$ cat config.mk
export PLATFORM = sky130hd
export DESIGN_NAME = slat_lookup
export DESIGN_NICKNAME = d
export VERILOG_FILES = /design/src/rtl/core/slat_lookup.sv
export SDC_FILE = /design/constraint.sdc
export NUM_CORES = 1
export LEC_CHECK = 0
export ABC_AREA = 1
export BUFFER_PORTS_ARGS = -buffer_cell sky130_fd_sc_hd__buf_2
export CAP_MARGIN = 40
export CORE_AREA = 2 2 176 178
export DETAILED_ROUTE_END_ITERATION = 10
export DIE_AREA = 0 0 178 180
export GPL_ROUTABILITY_DRIVEN = 0
export PLACE_DENSITY = 0.52
export SYNTH_ARGS = -nofsm -noshare
export SYNTH_HDL_FRONTEND = slang
export SYNTH_SLANG_ARGS = --single-unit
$ cat constraint.sdc
create_clock -name vclk -period 2.6
set_clock_uncertainty 0.1 [all_clocks]
set_input_delay 0.26 -clock vclk [all_inputs]
set_output_delay 0.26 -clock vclk [all_outputs]
set_load 0.02 [all_outputs]
$ cat src/rtl/core/slat_lookup.sv
// Tag compare, victim choice and LRU order update for one set.
module slat_lookup #(
  parameter int unsigned WAY_COUNT    = 4,
  parameter int unsigned ADDRESS_BITS = 48,
  parameter int unsigned WayW         = 2
) (
  input  logic [WAY_COUNT-1:0]                   valid_row_i,
  input  logic [WAY_COUNT-1:0][ADDRESS_BITS-1:0] tag_row_i,
  input  logic [WAY_COUNT-1:0][WayW-1:0]         order_row_i,
  input  logic [ADDRESS_BITS-1:0]                page_i,
  output logic                                   hit_o,
  output logic [WAY_COUNT-1:0]                   valid_row_o,
  output logic [WAY_COUNT-1:0][ADDRESS_BITS-1:0] tag_row_o,
  output logic [WAY_COUNT-1:0][WayW-1:0]         order_row_o
);

  logic                          any_valid;
  logic [WAY_COUNT-1:0][WayW-1:0] ord;
  logic [WAY_COUNT-1:0]          way_hit;
  logic [WayW-1:0]               hit_way;
  logic                          free_found;
  logic [WayW-1:0]               free_way;
  logic [WayW-1:0]               target;
  logic [WayW-1:0]               tpos;

  always_comb begin
    any_valid = |valid_row_i;
    // a set with no valid way holds the reset order
    for (int p = 0; p < WAY_COUNT; p++) begin
      ord[p] = any_valid ? order_row_i[p] : WayW'(p);
    end

    for (int w = 0; w < WAY_COUNT; w++) begin
      way_hit[w] = valid_row_i[w] && (tag_row_i[w] == page_i);
    end
    hit_o = |way_hit;

    hit_way  = '0;
    free_way = '0;
    for (int w = WAY_COUNT - 1; w >= 0; w--) begin
      if (way_hit[w]) begin
        hit_way = WayW'(w);
      end
      if (!valid_row_i[w]) begin
        free_way = WayW'(w);
      end
    end
    free_found = ~&valid_row_i;

    if (hit_o) begin
      target = hit_way;
    end else if (free_found) begin
      target = free_way;
    end else begin
      target = ord[WAY_COUNT-1];
    end

    tpos = '0;
    for (int p = 0; p < WAY_COUNT; p++) begin
      if (ord[p] == target) begin
        tpos = WayW'(p);
      end
    end

    order_row_o[0] = target;
    for (int p = 1; p < WAY_COUNT; p++) begin
      order_row_o[p] = (WayW'(p) <= tpos) ? ord[p-1] : ord[p];
    end

    tag_row_o = tag_row_i;
    if (!hit_o) begin
      tag_row_o[target] = page_i;
    end
    valid_row_o         = valid_row_i;
    valid_row_o[target] = 1'b1;
  end

endmodule

[Word-level counts from Yosys, hierarchy flattened]
Cells that the tools add are included.
Storage, ports and cells
  register bits after elaboration: 0
  input bits: 252
  output and inout bits: 205
  word-level logic and storage cells: 47
Cells by class
  magnitude comparators: 5
  equality and inequality tests: 7
  multiplexer cells: 26
  bitwise gates (word level): 1
  reductions and logical operators: 8
Operators by type and width (count)
  bitwise mux 192 bit: 1
  == test 48 bit: 4
  2-to-1 mux 192 bit: 1
  demux 48 bit (select 2 bit): 1
  2-to-1 mux 48 bit: 1
  2-to-1 mux 2 bit: 19
  OR reduction 4 bit: 2
  == test 2 bit: 3
  logical AND 1 bit: 5
  less-or-equal comparator 2 bit, first input constant: 2
  bitwise OR 4 bit: 1
  AND reduction 4 bit: 1
  less-than comparator 2 x 3 -> 1 bit, second input constant: 1
  demux 1 bit (select 2 bit): 1
  greater-or-equal comparator 2 x 1 -> 1 bit, second input constant: 1
  less-or-equal comparator 1 x 2 -> 1 bit, first input constant: 1
  2-to-1 mux 1 bit: 2

[Depth between registers and ports, before layout]
Gate-level depths: netlist of the first run.
  word-level depth: 13
  gate-level depth with buffers: 21
  gate-level depth less buffers: 20

[Worst setup path before layout of the first run]
OpenSTA, ideal clock, no wires.
  kind: in2out
  from: in page_i[18]
  to: out order_row_o[4] in the netlist's numbering
  arrival: 2198 ps
  required time: 2240 ps
  slack: 42 ps
  stages on the path: 18
  path buffers: 1
  cell sequence: buf_2 > inv_1 > nand2_1 > nand2_1 > nor2_1 > nand2_1 > nor2_1 > nand2_1 > nor2_1 > nand2_1 > nand2_1 > nor2_1 > nand2_2 > nand2_8 > nand2_1 > nand3_2 > nand2_1 > o21ai_0
RTL lines
  start: declaration: line 10  | input logic [ADDRESS_BITS-1:0] page_i,
  end: declaration: line 14  | output logic [WAY_COUNT-1:0][WayW-1:0] order_row_o

==> results.yml, run 1 <==
status:
  status: "complete, but fails checks"
  violations: "setup timing"
drt:
  wire_per_inst_microns: 20.3
  firstDrtPassIters: 7
  ant_nets: 0
  vias: 11300
  drc_errors: 0
  via_per_inst: 4.69
  drt_iter0_markers: 666
  drt-total-wl_microns: 48700
layout:
  area_delta_synth_final_pct: 113
  clkbuf_count: 0
  seq_cell_count: 0
  final_common_cell: "nand2_1"
  seq_area_sq_um: 0
  final_util_pct: 41.8
  nets: 2254
  fill_cells: 3252
  drive_gt1_share_pct: 50.1
  final_cell_mix: "523 x nand2_1, 317 x buf_2, 277 x buf_4"
  multi_input_area_sq_um: 5670
timing:
  maxSlewViolCount: 0
  fin_crit_sh_pct: 114
  tightest_slew_ps: 518
  setup_slack_ps: -377
  whs_ps: 748
  period_needed_ps: 2980
  rsz0062_at_grt: "yes"
  relSlewSlack_pct: 65.0
  clock.fmax_ghz: 0.336
  setup_violations: 202
  hold_viol: 0
synthesis:
  yosysSeqAreaShare_pct: 0
  synth_area_leader_cell: "nand2_1"
  synthTopCellsByArea: "nand2_1 39%, o21ai_0 15%, inv_1 11%"
  synth_cells: 1326
  synth_top_area_share_pct: 39.2
  yosys.cell_types.count: 29
  syn_area_sq_um: 5930
  synth_fp_nets: 1578
  yosysWarnings: 0
  avgSynthCellArea_sq_um: 4.47
die:
  rows: 64
  fp.dieW_microns: 178
  dieArea_sq_um: 32000
  die_h_microns: 180
  start_util_pct: 19.6
  core_sq_um: 30200
  ios: 457
grt:
  antenna_found_initial: 4
  grt_pass1_wl_microns: 63600
  grt_max_degree: 49
  grt_pass1_vias: 10200
  grt-ovfl-total: 0
  grtUsageTotal_pct: 26.7
placed_design:
  place_hpwl_microns: 39000
  port_buffers: 457
power_and_ir_drop:
  leakagePower_uw: 0.00722
  irDropWorstVdd_v: 0.000101
  power_density_nw_per_um2: 238
worst_setup_path:
  worstPathRequired_ps: 2240
  criticalPathCategory: "input pin to output pin"
  arrival_ps: 2620
  end_kind: "output pin"
  worst-path-buf-inv: 5
  cp_top_family: "simple AND/OR/NAND/NOR gates"
  worstPathCellList: "buf_6, buf_12, nand2_1, nand2_1, nor2_1, nand2_1, nor2_2, nand2_1, nor2_1, nand2_2, a21boi_4, nand2_8, nor2_8, buf_8, clkbuf_16, nand2_1, o21ai_1, buf_4"
  cp_slowest_stage_delay_ps: 240
  worst_setup_path_start_kind: "input pin"
  worst_path_most_repeated_cell: "nand2_1"
  slowest_stage: "a21boi_4"
  cp_max_fo: 6
hold_path:
  min_path_type: "input pin to output pin"
job:
  max_cap_violations: 0
clock_tree:
  cts_hold_buf: 0
## layer usage
metal  track usage, %  vias up  share of wire [%]
li1                 -     5416                  -
met1             33.3     5211                 42
met2             50.5      542                 50
met3             1.84       87                5.5
met4             3.90        0                2.9
met5                0        -                  0
## cell families after synthesis
kind of cell	Yosys count	share of synthesized area, %
xor+xnor	32	4.73
compound gates	261	24.5
buf+inv	260	19.6
simple gates	773	51.2
## path summary, 6_finish.rpt
kind	start	endpoint	slack [ps]	cells past startpoint
min	tag_row_i[48]	tag_row_o[48]	750	4
max	page_i[42]	tag_row_o[176]	-380	18
## final cells by class
| cell class | count | area share (%) |
|---|---|---|
| antenna | 4 | 0.0793 |
| multi-input combinational | 1066 | 45.0 |
| inverter | 202 | 6.26 |
| tap | 396 | 3.93 |
| timing repair buffer | 732 | 44.8 |
## tightest hold or removal path, stage by stage
cell     delay, ps
buf_2          100
nand2_2         60
o21ai_2         60
buf_6          110
## report_power, final
| group | internal (uW) | switching (uW) |
|---|---|---|
| combinational | 1270 | 1740 |
| clock | 0.000206 | 0 |
| sequential | 0 | 0 |
## through the flow
step | total power [uW] | cell area, sq um | instances | setup slack, ps | setup TNS (ps)
after floorplan | 1190 | 5930 | 1326 | 42.2 | 0
after global placement | 2390 | 10300 | 2364 | -620 | -106630
after detailed placement | 2390 | 10300 | 2364 | -661 | -112840
after CTS | 2630 | 11100 | 2380 | -387 | -61890
after global routing | 3190 | 12600 | 2400 | -503 | -83150
final | 3010 | 12600 | 2400 | -377 | -56310
## cells in the mapped netlist, drive strengths merged
library cell	n
a21boi	1
a21oi	1
buf	47
clkbuf	11
inv	202
nand2	625
nand3	15
nand3b	1
nand4	6
nor2	124
nor4	1
o21ai	245
o22ai	13
o311ai	1
or2	1
xnor2	27
xor2	5
## what timing repair did
| item | 4_1_cts | 5_1_grt |
|---|---|---|
| pin swaps | 30 | 50 |
| gates resized for setup | 220 | 385 |
| buffers inserted | 12 | 5 |
| endpoints found under the setup margin | 204 | 203 |
| cloned | 4 | 14 |
| hold endpoints to repair | 0 | 0 |
Note: power is estimated with default switching activity, not from simulation.
==> run 2: changes to the inputs <==
==> constraint.sdc (replaced) <==
create_clock -name vclk -period 3.51
set_clock_uncertainty 0.1 [all_clocks]
set_input_delay 0.351 -clock vclk [all_inputs]
set_output_delay 0.351 -clock vclk [all_outputs]
set_load 0.1 [all_outputs]
==> results.yml, run 2 (synthesis gave the netlist of run 1 again) <==
status:
  status: "complete, no violations"
grt:
  top_usage_layer: "met2"
  antenna_found_initial: 7
  grt_max_degree: 51
  met1_usage_pct: 31.2
  grt_pass1_vias: 9777
  grtUsageTotal_pct: 26.3
  grt_pass1_wl_microns: 62200
  grt-ovfl-total: 0
  grt_util_met3_pct: 5.88
  grt_util_met2_pct: 46.9
die:
  rows: 64
  start_util_pct: 19.6
  core_sq_um: 30200
  fp.dieW_microns: 178
  die_h_microns: 180
  dieArea_sq_um: 32000
  ios: 457
timing:
  hold_viol: 0
  tightest_slew_ps: 599
  setup_violations: 0
  setup_slack_ps: 84.0
  relSlewSlack_pct: 59.5
  maxSlewViolCount: 0
  fin_crit_sh_pct: 97.6
  period_needed_ps: 3430
  clock.fmax_ghz: 0.292
  tns_ps: 0
power_and_ir_drop:
  power_density_nw_per_um2: 313
  irDropWorstVdd_v: 0.000147
  leakagePower_uw: 0.00675
drt:
  wire_per_inst_microns: 20.1
  drt_iter0_markers: 529
  firstDrtPassIters: 5
  drt-total-wl_microns: 44000
  vias: 10000
  via_per_inst: 4.58
  drc_errors: 0
  ant_nets: 0
hold_path:
  min_from: "tag_row_i[26]"
  hold_end: "tag_row_o[26]"
  min_path_cells: 4
  min_path_type: "input pin to output pin"
worst_setup_path:
  criticalPathCategory: "input pin to output pin"
  end_kind: "output pin"
  worstPathCellList: "buf_2, xnor2_1, nand2_1, nor2_1, buf_4, nand3_1, nor2_1, nand2_1, nand3_2, nand2_4, inv_2, nor2_8, buf_12, buf_12, o21ai_1, buf_12"
  worstPathRequired_ps: 3060
  arrival_ps: 2970
  worst_path_most_repeated_cell: "buf_12"
  cp_max_fo: 9
  worst_setup_path_start_kind: "input pin"
  slowest_stage: "o21ai_1"
  cp_slowest_stage_delay_ps: 290
layout:
  drive_gt1_share_pct: 40.4
  seq_cell_count: 0
  final_cell_mix: "618 x nand2_1, 252 x buf_2, 213 x buf_12"
  area_delta_synth_final_pct: 110
  clkbuf_count: 0
  final_common_cell: "nand2_1"
  final_cells: 2189
  seq_area_sq_um: 0
  nets: 2042
placed_design:
  dp.cells: 2179
  port_buffers: 457
  place_hpwl_microns: 39300
  pre_cts_ws_ps: 52.3
job:
  max_cap_violations: 0
run 2: final cells by class:
cell class	count	area, sq um
diodes	5	12.5
fillers	3167	17700
inverters	202	768
multi-input cells	1066	5240
well taps	396	495
repair buffers	520	5960
run 2: worst max path at each step:
stage	depth (start not counted)	to	slack [ps]	start
after detailed placement	20	tag_row_o[93]	50	page_i[3]
after global routing	23	order_row_o[2]	-10	page_i[44]
after floorplan	17	tag_row_o[72]	-450	page_i[45]
after CTS	20	tag_row_o[93]	40	page_i[3]
after global placement	20	tag_row_o[93]	-10	page_i[3]
final	16	tag_row_o[93]	80	tag_row_i[112]
run 2: critical path: cells and delay by family:
family | cells | cell delay (ps)
xor gates and xnor gates | 1 | 280
and+or+nand+nor | 8 | 1090
buffers and inverters | 6 | 940
AOI/OAI and AO/OA | 1 | 290
run 2: power breakdown:
group / switching [uW] / internal (uW) / leakage (uW)
clock: 0 / 0.000191 / 0.0000000317
combinational: 2630 / 1270 / 0.00675
sequential: 0 / 0 / 0
total: 2630 / 1270 / 0.00675
run 2: metal layers:
metal	share of wire (%)	routed length, microns	vias to the layer above
met3	8.4	3710	69
met4	2.9	1260	4
li1	-	-	4998
met1	40	17400	4508
met2	49	21600	452
met5	0.050	22	-
run 2: per-stage QoR:
stage	util (%)	area, sq um	power (uW)	hold WS [ps]
floorplan	-	6370	2330	958
global placement	41.0	12400	3880	1000
detailed placement	41.0	12400	3900	1010
CTS	41.0	12400	3900	1010
global route	41.3	12500	4050	1020
finish	41.3	12500	3900	1000
run 2: repair_timing:
| item | CTS | global route |
|---|---|---|
| endpoints found under the setup margin | 0 | 135 |
| buffers inserted | 0 | 5 |
| resized for setup | 0 | 20 |
| hold buffers | 0 | 0 |
==> run 3: changes to the inputs <==
--- a/config.mk
+++ b/config.mk
@@ -13,6 +13,7 @@
 export DIE_AREA = 0 0 178 180
 export GPL_ROUTABILITY_DRIVEN = 0
 export PLACE_DENSITY = 0.52
+export RECOVER_POWER = 25
 export SYNTH_ARGS = -nofsm -noshare
 export SYNTH_HDL_FRONTEND = slang
 export SYNTH_SLANG_ARGS = --single-unit
==> results.yml, run 3 (synthesis gave the netlist of run 1 again) <==
timing:
  fin_crit_sh_pct: 97.5
  maxSlewViolCount: 0
  rsz0062_at_grt: "no"
  period_needed_ps: 3420
  tns_ps: 0
  tightest_slew_ps: 1250
  hold_viol: 0
  clock.fmax_ghz: 0.292
  setup_violations: 0
  setup_slack_ps: 86.0
  relSlewSlack_pct: 16.8
drt:
  firstDrtPassIters: 5
  vias: 10000
  wire_per_inst_microns: 20.1
  via_per_inst: 4.58
  drt-total-wl_microns: 44000
  drc_errors: 0
  drt_iter0_markers: 555
  ant_nets: 0
die:
  start_util_pct: 19.6
  rows: 64
  ios: 457
  dieArea_sq_um: 32000
  die_h_microns: 180
  core_sq_um: 30200
  fp.dieW_microns: 178
placed_design:
  dp.cells: 2179
  port_buffers: 457
  pre_cts_ws_ps: 52.3
  place_hpwl_microns: 39300
grt:
  grt_pass1_wl_microns: 62200
  grt_max_degree: 51
  antenna_found_initial: 7
  grt_pass1_vias: 9777
  grt-ovfl-total: 0
  grtUsageTotal_pct: 26.3
status:
  status: "complete, no violations"
layout:
  final_common_cell: "nand2_1"
  seq_cell_count: 0
  final_cells: 2189
  clkbuf_count: 0
  drive_gt1_share_pct: 40.3
  final_cell_mix: "618 x nand2_1, 252 x buf_2, 173 x buf_12"
  area_delta_synth_final_pct: 102
  seq_area_sq_um: 0
  final_util_pct: 39.6
  nets: 2042
worst_setup_path:
  cp_max_fo: 27
  worst_setup_path_start_kind: "input pin"
  arrival_ps: 2970
  crit_start: "tag_row_i[112]"
  end_kind: "output pin"
  worst_path_most_repeated_cell: "nand2_1"
  slowest_stage: "clkbuf_4"
  cp_slowest_stage_delay_ps: 340
  worstPathRequired_ps: 3060
  worstPathCellList: "buf_2, xnor2_1, nand2_1, nor2_1, buf_4, nand3_1, nor2_1, nand2_1, nand2_1, nor2_2, nand2_2, nand2_8, nand2_2, buf_12, nand2_1, o21ai_2, clkbuf_4"
  criticalPathCategory: "input pin to output pin"
clock_tree:
  cts_hold_buf: 0
power_and_ir_drop:
  irDropWorstVdd_v: 0.000144
  finalPower_uw: 3750
  power_density_nw_per_um2: 313
  leakagePower_uw: 0.00657
hold_path:
  min_path_cells: 4
  hold_end: "tag_row_o[178]"
  min_path_type: "input pin to output pin"
  min_from: "tag_row_i[178]"
job:
  max_cap_violations: 0
run 3: cell types whose count changed in the layout (fill, tap and decap cells not counted), sizes merged:
cell | previous run | this run
buf | 519 | 494
clkbuf | 1 | 26
run 3: worst max path at each step:
stage	endpoint	slack, ps	cells past startpoint
after floorplan	tag_row_o[72]	-450	17
after global placement	tag_row_o[93]	-10	20
after detailed placement	tag_row_o[93]	50	20
after CTS	tag_row_o[93]	40	20
after global routing	tag_row_o[22]	0.3	19
final	tag_row_o[20]	90	17
run 3: per-layer routing:
metal	routed length (microns)	global-route usage, %	part of all wire, %	up-vias
met3	3690	5.88	8.4	63
met5	22	0	0.050	-
met2	21700	46.9	49	432
met1	17400	31.2	40	4519
met4	1220	7.25	2.8	4
li1	-	-	-	5006
run 3: timing repair:
| item | CTS | global route |
|---|---|---|
| buffers inserted | 0 | 5 |
| gates resized for setup | 0 | 20 |
| endpoints found under the setup margin | 0 | 135 |
| endpoints found under the hold margin | 0 | 0 |
run 3: area by class of cell:
class	instances	area, sq um
Multi-Input combinational cell	1066	5240
Fill cell	3235	18200
Timing Repair Buffer	520	5450
Antenna cell	5	12.5
Inverter	202	768
Tap cell	396	495
run 3: critical path, delay by kind of cell:
kind,cells,cell delay [ps]
AO/OA/AOI/OAI,1,60
XOR/XNOR,1,280
buffers and inverters,4,830
AND/OR/NAND/NOR,11,1430
run 3: report_power, final:
group | switching (uW) | internal [uW] | leakage, uW
combinational | 2610 | 1140 | 0.00657
sequential | 0 | 0 | 0
clock | 0 | 0.000192 | 0.0000000317
run 3: stage by stage:
step                      instance area, sq um  hold WS (ps)
after floorplan                           6370           958
after global placement                   12400          1000
after detailed placement                 12400          1010
after CTS                                12400          1010
after global routing                     12000          1020
final                                    12000          1000
