===== config.mk =====
export PLATFORM = sky130hd
export DESIGN_NAME = slat_ram
export DESIGN_NICKNAME = d
export VERILOG_FILES = /design/src/rtl/core/slat_ram.sv
export SDC_FILE = /design/constraint.sdc
export NUM_CORES = 1
export LEC_CHECK = 0
export BUFFER_PORTS_ARGS = -buffer_cell sky130_fd_sc_hd__buf_2
export CELL_PAD_IN_SITES_DETAIL_PLACEMENT = 1
export CELL_PAD_IN_SITES_GLOBAL_PLACEMENT = 1
export CORE_MARGIN = 1
export CORE_UTILIZATION = 48
export DETAILED_ROUTE_END_ITERATION = 10
export PLACE_DENSITY = 0.71
export SKIP_LAST_GASP = 1
export SYNTH_ARGS = -nofsm -noshare
export SYNTH_HDL_FRONTEND = slang
export SYNTH_SLANG_ARGS = --single-unit

===== constraint.sdc =====
create_clock -name clk_i -period 2.3 [get_ports clk_i]
set_input_delay 0.23 -clock clk_i [delete_from_list [all_inputs] [get_ports clk_i]]
set_output_delay 0.23 -clock clk_i [all_outputs]
set_load 0.01 [all_outputs]

===== src/rtl/core/slat_ram.sv =====
// One-write one-read row memory with registered read and write-to-read bypass.
module slat_ram #(
  parameter int unsigned Depth = 64,
  parameter int unsigned Width = 8,
  parameter int unsigned AddrW = 6
) (
  input  logic             clk_i,
  input  logic             wr_en_i,
  input  logic [AddrW-1:0] wr_addr_i,
  input  logic [Width-1:0] wr_data_i,
  input  logic             rd_en_i,
  input  logic [AddrW-1:0] rd_addr_i,
  output logic [Width-1:0] rd_data_o
);

  logic [Width-1:0] mem [Depth];
  logic [Width-1:0] rd_data_q;

  always_ff @(posedge clk_i) begin
    if (wr_en_i) begin
      mem[wr_addr_i] <= wr_data_i;
    end
  end

  always_ff @(posedge clk_i) begin
    if (rd_en_i) begin
      if (wr_en_i && (wr_addr_i == rd_addr_i)) begin
        rd_data_q <= wr_data_i;
      end else begin
        rd_data_q <= mem[rd_addr_i];
      end
    end
  end

  assign rd_data_o = rd_data_q;

endmodule


Word-level counts from Yosys, hierarchy flattened
Memories as Yosys holds them, arrays and structs flattened. A register that Yosys moved wholly into a read port is not among the register bits.
Index checks and enable logic that the tools add are counted.

cells by class
  eq/ne operators = 0
  shift-type cells = 0
  reduce and logical (&&, ||, !) cells = 0
  add/sub/neg operators = 0
  divide/modulo/power cells = 0
  $mul = 0
  bitwise logic cells = 0
  $lt $le $gt $ge = 0
  muxes and demuxes = 2

operators with widths
  cell    number
  $mux 1  2

word-level totals
  bits in registers = 0
  logic and storage cells = 3
  memories = 1
  RAM bits = 512
  latch bits = 0
  output and inout port bits = 8
  input bits = 23
  memory bits (read-only) = 0

memories
  memory  words  width  rd ports  clocked after memory_dff  write ports  line  text
  mem     64     8      1         1                         1            16    logic [Width-1:0] mem [Depth];

Logic depth before layout (Yosys ltp)
Gate-level depths: netlist of run 1.

  word-level depth = 2
  depth in mapped cells = 10
  depth with buffers taken out = 6

Worst setup path after synthesis of run 1
No wires, ideal clock.

  path type = in2reg
  start point = input rd_addr_i[2]
  end point = register rd_data_q[2] (netlist: rd_data_o[2]), read port of mem (data pin)
  data arrival time = 1758 ps
  setup time = 261 ps
  stages = 9
  data required time = 2039 ps
  buffers on the path = 4
  slack = 281 ps
  cells stage by stage = buf_4 -> buf_4 -> buf_6 -> buf_2 -> mux2i_1 -> a22oi_1 -> a21oi_1 -> nand3_1 -> a221o_1

RTL lines
  what             line  text
  start, declared  12    input logic [AddrW-1:0] rd_addr_i,
  end, declared    17    logic [Width-1:0] rd_data_q;

==> results by group, run 1 <==
Outcome
  – Outcome: finished clean

Placement
  – Placer Congestion: 0.867
  – DP Cell Count: approximately 1800
  – Post-DP Area: 22700 sq um
  – Port bufs: 30
  – DP Wirelength: between 30000 and 40000 microns

Worst setup path
  – Slowest-stage cell, CP: mux4_2
  – Critical path startpoint category: register
  – WP data arrival: between 2 and 3 ns
  – Critical path required time: roughly 2.6 ns
  – WP buf/inv: 1
  – Top cell family by delay on the critical path: multiplexers
  – Crit-path cells: mux4_2 -> mux2i_1 -> o22ai_1 -> nor4_1 -> buf_4 -> a221oi_1
  – CP max FO: 1
  – CP max stage delay: 0.48 ns
  – Crit end category: register
  – Critical path class: reg -> reg

Die
  – IO Pins: 31
  – # rows: 75
  – Core ar.: 42100 sq um
  – Die Footprint: 43700 sq um
  – Die W: around 210 microns
  – Starting Density: 0.489
  – Die Ht: between 200 and 250 microns

Detailed routing
  – Drt first pass iters: 5
  – Routed vias: approximately 11000
  – Post-route ant nets: 0
  – Final wirelength: 53700 microns
  – Via-per-instance ratio: 5.96
  – Number of remaining DRC errors: 0
  – Violation count after the first detailed-route iteration: 913
  – Routed length per instance: 28.0 microns

Pwr
  – Leakage: 8.54 nW
  – PD cells: 848 nW/um^2
  – Max VDD drop: 0.000550 V
  – Overall Power: 0.0207 W

Yosys
  – Synthesized area: around 21000 sq um
  – Largest area contributor in the netlist: edfxtp_1
  – Register area share after synthesis: 0.758
  – Post-synth EDFFs: 520
  – Share of the synthesized area in the top cell type: 0.758
  – Ys async rst share: 0
  – Count of cell types in the netlist: 43
  – Yosys reg bits: 520
  – Multiplexer share of the synthesized area: 0.129
  – Simple-gate share of the synthesized area: 0.0374
  – Synth Area per Inst: 18.0 sq um
  – Post-synthesis adder-cell area fraction: 0
  – Count leader, synth: edfxtp_1
  – Syn nets: around 1200
  – Synth Area in Compound Gates: 0.0552
  – Warnings, synthesis: 0
  – Largest cells by area after synthesis: edfxtp_1, mux2i_1, mux4_2, a22oi_1, nor2_1
  – Most used DFF post-synth: edfxtp_1
  – Main combinational cell family by area after synthesis: multiplexers
  – Post-Synth XOR/XNOR Area: 0.00255
  – Cells after Synth: ~1100
  – Top cells by count, synth: edfxtp_1, mux2i_1, nor2_1

Timing
  – Fin crit share: 0.969
  – Slew margin rel.: 0.261
  – Hold Vio Cnt, Final: 0
  – Final setup viols: 0
  – Setup TNS Final: 0 ns
  – RSZ-0062 raised after global routing: no
  – Slew @ Worst Pin: 1.11 ns
  – Max-slew violation count: 0
  – Setup Skew: 0.0168 ns
  – Fmax: 449 MHz
  – Min Tclk post-route: approximately 2.2 ns

Clock tree
  – CTS Buf Count: 53
  – Postcts setup bufs: 0
  – Reg clk slew, reported paths: 0.06 ns
  – Clock Tree Root: clkbuf_16
  – Htree depth: 2
  – Clock buffer depth: 3
  – Clock Latency Late Sink: around 0.6 ns
  – CTS tree: yes
  – Clock tree sinks: 520
  – Cts hold-fix bufs: 0

Layout
  – Util after Layout: 0.581
  – Layout cells sized above 1: 0.237
  – Non-Filler Instances: 1916
  – Fillcell total: 3739
  – P&R area growth vs syn: 18.8%
  – Final Instance Area: between 20000 and 25000 sq um
  – Fin nets: 1359

Worst hold path
  – Hold Crit Class: in -> reg

Run
  – # Max-Cap Violations: 0

Global route
  – Initial antenna violation count: 3
  – Grt ovf: 0
  – Largest net degree at the start of global routing: 51
  – Vias in the first global route: 12153
  – Global-route wire length before repair: 78900 microns
  – GRT Total Usage: 0.250
power breakdown:
group / internal, W / leakage [nW] / switching [W]
Clock: 0.00543 / 0.881 / 0.00355
Sequential: 0.0105 / 4.68 / 0.0000290
Combinational: 0.000474 / 2.97 / 0.000749
flip-flops by register name, summed over array words and instances, names as in the netlist:
| register | cells |
|---|---|
| mem | 512 |
| rd_data_o | 8 |
final timing paths:
path	start	endpoint	slack, ns	depth (start not counted)
setup / recovery	mem[34][5]$_DFFE_PP_	rd_data_o[5]$_DFFE_PP_	0.07	6
hold / removal	rd_en_i	rd_data_o[0]$_DFFE_PP_	0.05	1
setup reg to reg	mem[34][5]$_DFFE_PP_	rd_data_o[5]$_DFFE_PP_	0.07	6
hold reg to reg	mem[29][5]$_DFFE_PP_	rd_data_o[5]$_DFFE_PP_	0.99	4
through the flow:
stage | hold slack [ns] | setup WS [ns]
after CTS | 0.00582 | 0.0547
after global routing | 0.0250 | 0.0262
after floorplan | 0.329 | 0.281
after detailed placement | 0.634 | -0.286
after global placement | 0.635 | -0.253
final | 0.0460 | 0.0714
kinds of logic after synthesis:
family,Yosys count
flops,520
mux,228
compound gates,162
simple gates,159
buf+inv,68
xor+xnor,6
worst register-to-register path: stages (launching register included):
cell and delay [ns]:
edfxtp_1 0.40, mux4_2 0.48, mux2i_1 0.27, o22ai_1 0.13, nor4_1 0.45, buf_4 0.19
a221oi_1 0.04
layout by cell type, fill, tap and decap left out, drive strengths merged, types with 7 or more instances in the layout:
cell type and instances:
clkinv 22, o22ai 7, mux4 28, mux2i 187, a221o 7, a21oi 37, a221oi 15, nor2b 13
o21ai 10, nand2b 7, buf 204, clkbuf 61, edfxtp 520, mux2 13, bufinv 11, nand2 20
nand3 20, a2111oi 10, nor2 75, a22oi 66
metal layers:
layer / track usage / wire (microns) / up-vias
li1: - / - / 5005
met1: 0.330 / 22000 / 5915
met2: 0.412 / 26200 / 366
met3: 0.0526 / 3740 / 122
met4: 0.0915 / 1790 / 6
met5: 0 / 41 / -
layout make-up:
cell class                      instances  area (sq um)  area share
Clock inverter                         34           439      0.0179
Timing Repair Buffer                  204          1740      0.0712
Inverter                                2          7.51    0.000307
Multi-Input combinational cell        555          4630       0.189
Antenna cell                            1          2.50    0.000102
Tap cell                              539           674      0.0276
Sequential cell                       520         15600       0.638
Clock buffer                           61          1360      0.0554
timing repair:
item / 4_1_cts / 5_1_grt
resized for setup: 0 / 1
hold endpoints to repair: 0 / 0
endpoints found under the setup margin: 0 / 1
(Power assumes the default switching activity.)
==> inputs of run 2 (changes only) <==
--- a/config.mk
+++ b/config.mk
@@ -12,6 +12,7 @@
 export CORE_UTILIZATION = 48
 export DETAILED_ROUTE_END_ITERATION = 10
 export PLACE_DENSITY = 0.71
+export RECOVER_POWER = 100
 export SKIP_LAST_GASP = 1
 export SYNTH_ARGS = -nofsm -noshare
 export SYNTH_HDL_FRONTEND = slang
==> results by group, run 2 (synthesized netlist as in run 1, its figures left out) <==
Outcome
  – Failing checks: max-capacitance violations, max-slew violations
  – Outcome: finished with violations

Clock tree
  – Clock buffer depth: 3
  – Clock Latency Late Sink: 0.59 ns
  – CTS tree: yes
  – Clock Tree Root: clkbuf_16
  – Htree depth: 2
  – Reg clk slew, reported paths: ~0.060 ns
  – Cts hold-fix bufs: 0
  – Clock tree sinks: 520
  – CTS Buf Count: between 50 and 60

Detailed routing
  – Number of remaining DRC errors: 0
  – Final wirelength: 53800 microns
  – Post-route ant nets: 0
  – Via-per-instance ratio: between 5 and 6
  – Routed vias: 11342
  – Violation count after the first detailed-route iteration: about 920
  – Drt first pass iters: 7
  – Routed length per instance: 28.1 microns

Die
  – Starting Density: 0.489
  – IO Pins: 31
  – Die Ht: 209 microns
  – Die Footprint: 43700 sq um
  – Die W: 209 microns
  – Core ar.: 42100 sq um
  – # rows: 75

Placement
  – DP Wirelength: about 35000 microns
  – DP Cell Count: 1820
  – Placer Congestion: just under 0.9
  – Port bufs: 30

Pwr
  – Internal power: between 0.015 and 0.02 W
  – Seq pwr share: 0.509
  – Leakage: 8.15 nW
  – Max VDD drop: 0.000549 V
  – PD cells: between 800 and 900 nW/um^2
  – Overall Power: ~0.021 W
  – Sw Share: 0.209
  – NetSw: 0.00434 W
  – Clock Power Share: 0.434
  – Combinational fraction of design power: 0.058

Layout
  – Fillcell total: 3804
  – Register Area: 15600 sq um
  – P&R area growth vs syn: 17.1%
  – Non-Filler Instances: 1915
  – Layout cells sized above 1: 0.166
  – Multi-input logic area: between 4000 and 5000 sq um
  – Ant diodes: 0
  – Max FFs per register: approximately 510
  – Most frequent cells in the layout: edfxtp_1, mux2i_1, clkbuf_1
  – Largest Register: mem
  – Most common cell after layout, fill and taps aside: edfxtp_1
  – Fin nets: 1359

Timing
  – RSZ-0062 raised after global routing: no
  – Final setup viols: 0
  – Max-slew violation count: 137
  – Setup Skew: 0.0131 ns
  – Fin Hold WS: 0.205 ns
  – Slew @ Worst Pin: 2.14 ns
  – Setup TNS Final: 0 ns
  – Hold Vio Cnt, Final: 0
  – Fin crit share: 0.980
  – Min Tclk post-route: 2.25 ns
  – Fmax: 444 MHz
  – Slew margin rel.: -0.427

Worst setup path
  – WP data arrival: ~2.6 ns
  – CP max FO: 1
  – Critical path class: reg -> reg
  – Critical path required time: 2.63 ns
  – Critical path startpoint category: register
  – Crit end category: register
  – R2R setup slack: 0.05 ns

Global route
  – GRT Total Usage: 0.250
  – Global-route wire length before repair: around 80000 microns
  – Vias in the first global route: 12153
  – Largest net degree at the start of global routing: 51
  – Grt ovf: 0
  – Initial antenna violation count: 3

Run
  – # Max-Cap Violations: 4

Worst hold path
  – Hold Crit Class: in -> reg
[run 2: cell types whose count changed in the layout (fill, tap and decap cells not counted)]
cell,delta
clkbuf_1,+97
buf_12,-2
diode_2,-1
buf_2,-20
buf_4,-82
clkbuf_2,+7
[run 2: metal layers]
layer / track usage / vias to the layer above / routed length (microns)
met5: 0 / - / 41
met4: 0.0915 / 6 / 1680
met3: 0.0526 / 114 / 3120
met2: 0.412 / 313 / 26200
met1: 0.330 / 5902 / 22700
li1: - / 5007 / -
[run 2: final cells by class]
type	instances	area share
Sequential cell	520	0.648
Multi-Input combinational cell	555	0.192
Timing Repair Buffer	204	0.0574
Clock buffer	61	0.0563
Tap cell	539	0.0280
Clock inverter	34	0.0182
Inverter	2	0.000311
[run 2: power by group through the flow]
stage	logic, W	registers [W]	clock network, W
finish	0.00119	0.0105	0.00899
global route	0.00126	0.0105	0.00942
CTS	0.00123	0.0105	0.00913
detailed placement	0.00122	0.0107	0
global placement	0.00118	0.0107	0
floorplan	0.000571	0.0107	0
[run 2: path summary, 6_finish.rpt]
path / from / cells after the start / end
worst min register to register: mem[29][5]$_DFFE_PP_ / 4 / rd_data_o[5]$_DFFE_PP_
worst max-delay path: mem[34][5]$_DFFE_PP_ / 6 / rd_data_o[5]$_DFFE_PP_
worst max register to register: mem[34][5]$_DFFE_PP_ / 6 / rd_data_o[5]$_DFFE_PP_
worst min-delay path: wr_addr_i[0] / 3 / mem[55][6]$_DFFE_PP_
[run 2: per-stage QoR]
stage	utilization	cell area, sq um	setup slack, ns
finish	0.572	24100	0.0457
global route	0.572	24100	0.0215
CTS	0.581	24500	0.0547
detailed placement	0.538	22700	-0.286
global placement	0.538	22700	-0.253
floorplan	-	20600	0.281
[run 2: timing repair]
| item | in CTS | in global routing |
|---|---|---|
| resized for setup | 0 | 1 |
| endpoints found under the setup margin | 0 | 1 |
| buffers inserted | 0 | 0 |
[run 2: worst max-delay path: stages (launching register included)]
cell      delay (ns)
edfxtp_1        0.41
mux4_2          0.48
mux2i_1         0.29
o22ai_1         0.13
nor4_1          0.46
buf_4           0.20
a221oi_1        0.04
==> inputs of run 3 (changes only) <==
--- a/config.mk
+++ b/config.mk
@@ -13,6 +13,7 @@
 export DETAILED_ROUTE_END_ITERATION = 10
 export PLACE_DENSITY = 0.71
 export RECOVER_POWER = 100
+export REMOVE_ABC_BUFFERS = 1
 export SKIP_LAST_GASP = 1
 export SYNTH_ARGS = -nofsm -noshare
 export SYNTH_HDL_FRONTEND = slang
==> results by group, run 3 (synthesized netlist as in run 1, its figures left out) <==
Outcome
  – Outcome: finished with violations
  – Failing checks: max-capacitance violations, max-slew violations

Timing
  – Hold Vio Cnt, Final: 0
  – Fin crit share: 0.954
  – Setup Skew: around 0.014 ns
  – Min Tclk post-route: 2.19 ns
  – Setup TNS Final: 0 ns
  – Final setup viols: 0
  – Max-slew violation count: around 230
  – Slew margin rel.: -0.535
  – RSZ-0062 raised after global routing: no
  – Final worst slack: about 0.11 ns
  – Fmax: 456 MHz
  – Slew @ Worst Pin: 2.30 ns

Clock tree
  – Cts hold-fix bufs: 0
  – Clock Tree Root: clkbuf_16
  – Htree depth: 2
  – Clock tree sinks: 520
  – Clock Latency Late Sink: approximately 0.6 ns
  – Clock buffer depth: 3
  – Reg clk slew, reported paths: about 0.06 ns
  – CTS Buf Count: 54
  – CTS tree: yes

Detailed routing
  – Routed length per instance: roughly 28 microns
  – Post-route ant nets: 0
  – Drt first pass iters: 5
  – Final wirelength: approximately 55000 microns
  – Number of remaining DRC errors: 0
  – Routed vias: 11581
  – Via-per-instance ratio: 5.98
  – Violation count after the first detailed-route iteration: around 1000

Global route
  – Largest net degree at the start of global routing: 53
  – Global-route wire length before repair: 80700 microns
  – GRT Total Usage: 0.255
  – Grt ovf: 0
  – Initial antenna violation count: 2
  – Vias in the first global route: 12327

Pwr
  – Leakage: 8.26 nW
  – Max VDD drop: 0.000581 V
  – Combinational fraction of design power: 0.058
  – PD cells: just under 900 nW/um^2
  – Internal power: 0.0166 W
  – Sw Share: 0.210
  – NetSw: between 0.004 and 0.005 W
  – Clock Power Share: 0.440
  – Seq pwr share: 0.502

Layout
  – Most frequent cells in the layout: edfxtp_1, mux2i_1, clkbuf_1
  – Fillcell total: 3785
  – Layout cells sized above 1: 0.175
  – Max FFs per register: 512
  – Final Instance Area: between 20000 and 25000 sq um
  – Most common cell after layout, fill and taps aside: edfxtp_1
  – Non-Filler Instances: 1937
  – P&R area growth vs syn: 18.0%
  – Largest Register: mem
  – Ant diodes: 0
  – Fin nets: 1378
  – Util after Layout: 0.576

Die
  – Die W: 209 microns
  – Core ar.: 42100 sq um
  – Die Ht: 209 microns
  – Die Footprint: 43700 sq um
  – # rows: 75
  – Starting Density: 0.489
  – IO Pins: 31

Run
  – # Max-Cap Violations: 6

Worst hold path
  – Hold Crit Class: in -> reg

Worst setup path
  – Critical path class: reg -> reg
  – CP max FO: 1
  – Critical path startpoint category: register
  – Crit end category: register
  – WP data arrival: between 2 and 3 ns
  – Critical path required time: 2.65 ns

Placement
  – Post-DP Area: 22800 sq um
  – Port bufs: 30
  – Placer Congestion: 0.860
  – DP Cell Count: 1838
  – DP Wirelength: 36400 microns
  – Post-Place Worst Slack: -0.301 ns
run 3: cell types whose count changed in the layout (fill, tap and decap cells not counted), moves of 3 or more:
cell / previous run / this run
buf_4: 70 / 84
clkbuf_1: 105 / 110
clkbuf_16: 53 / 57
clkbuf_2: 7 / 4
run 3: layout make-up:
type	count	area (sq um)	share of cell area
clock buffer	65	1460	0.0600
clock inverter	34	415	0.0171
inverter	2	7.51	0.000309
multi-input combinational	555	4630	0.191
sequential	520	15600	0.643
tap	539	674	0.0278
timing repair buffer	222	1490	0.0612
run 3: worst paths after layout:
| path | cells past startpoint | slack (ns) | end | start |
|---|---|---|---|---|
| max | 7 | 0.11 | rd_data_o[3]$_DFFE_PP_ | mem[55][3]$_DFFE_PP_ |
| max reg2reg | 7 | 0.11 | rd_data_o[3]$_DFFE_PP_ | mem[55][3]$_DFFE_PP_ |
| min reg2reg | 4 | 0.99 | rd_data_o[5]$_DFFE_PP_ | mem[9][5]$_DFFE_PP_ |
| min | 1 | 0.24 | rd_data_o[5]$_DFFE_PP_ | rd_en_i |
run 3: power groups by stage:
stage | Sequential [W] | Combinational (W) | Clock, W
floorplan | 0.0107 | 0.000429 | 0
global placement | 0.0107 | 0.00120 | 0
detailed placement | 0.0107 | 0.00124 | 0
CTS | 0.0105 | 0.00125 | 0.00938
global route | 0.0106 | 0.00129 | 0.00967
finish | 0.0105 | 0.00122 | 0.00924
run 3: per-layer routing:
| layer | track usage | wire, microns | up-vias |
|---|---|---|---|
| met1 | 0.334 | 22200 | 6026 |
| met3 | 0.0526 | 3480 | 119 |
| met2 | 0.420 | 26700 | 397 |
| li1 | - | - | 5037 |
| met4 | 0.102 | 2180 | 2 |
| met5 | 0 | 19 | - |
run 3: stage by stage:
step	hold WS [ns]	power, W
6_report	0.238	0.0210
2_1_floorplan	0.329	0.0112
4_1_cts	0.0112	0.0212
5_1_grt	0.230	0.0215
3_3_place_gp	0.653	0.0119
3_5_place_dp	0.661	0.0120
run 3: critical path, cell delays in order (launching register included):
cell,delay (ns)
edfxtp_1,0.36
mux2_2,0.28
o22ai_1,0.21
a2111oi_0,0.11
buf_4,0.16
a21oi_1,0.26
nand3_1,0.21
a221o_1,0.36
run 3: what timing repair did:
action                                  4_1_cts  5_1_grt
setup buffers                                 0        0
gates resized for setup                       0        1
endpoints found under the setup margin        0        1
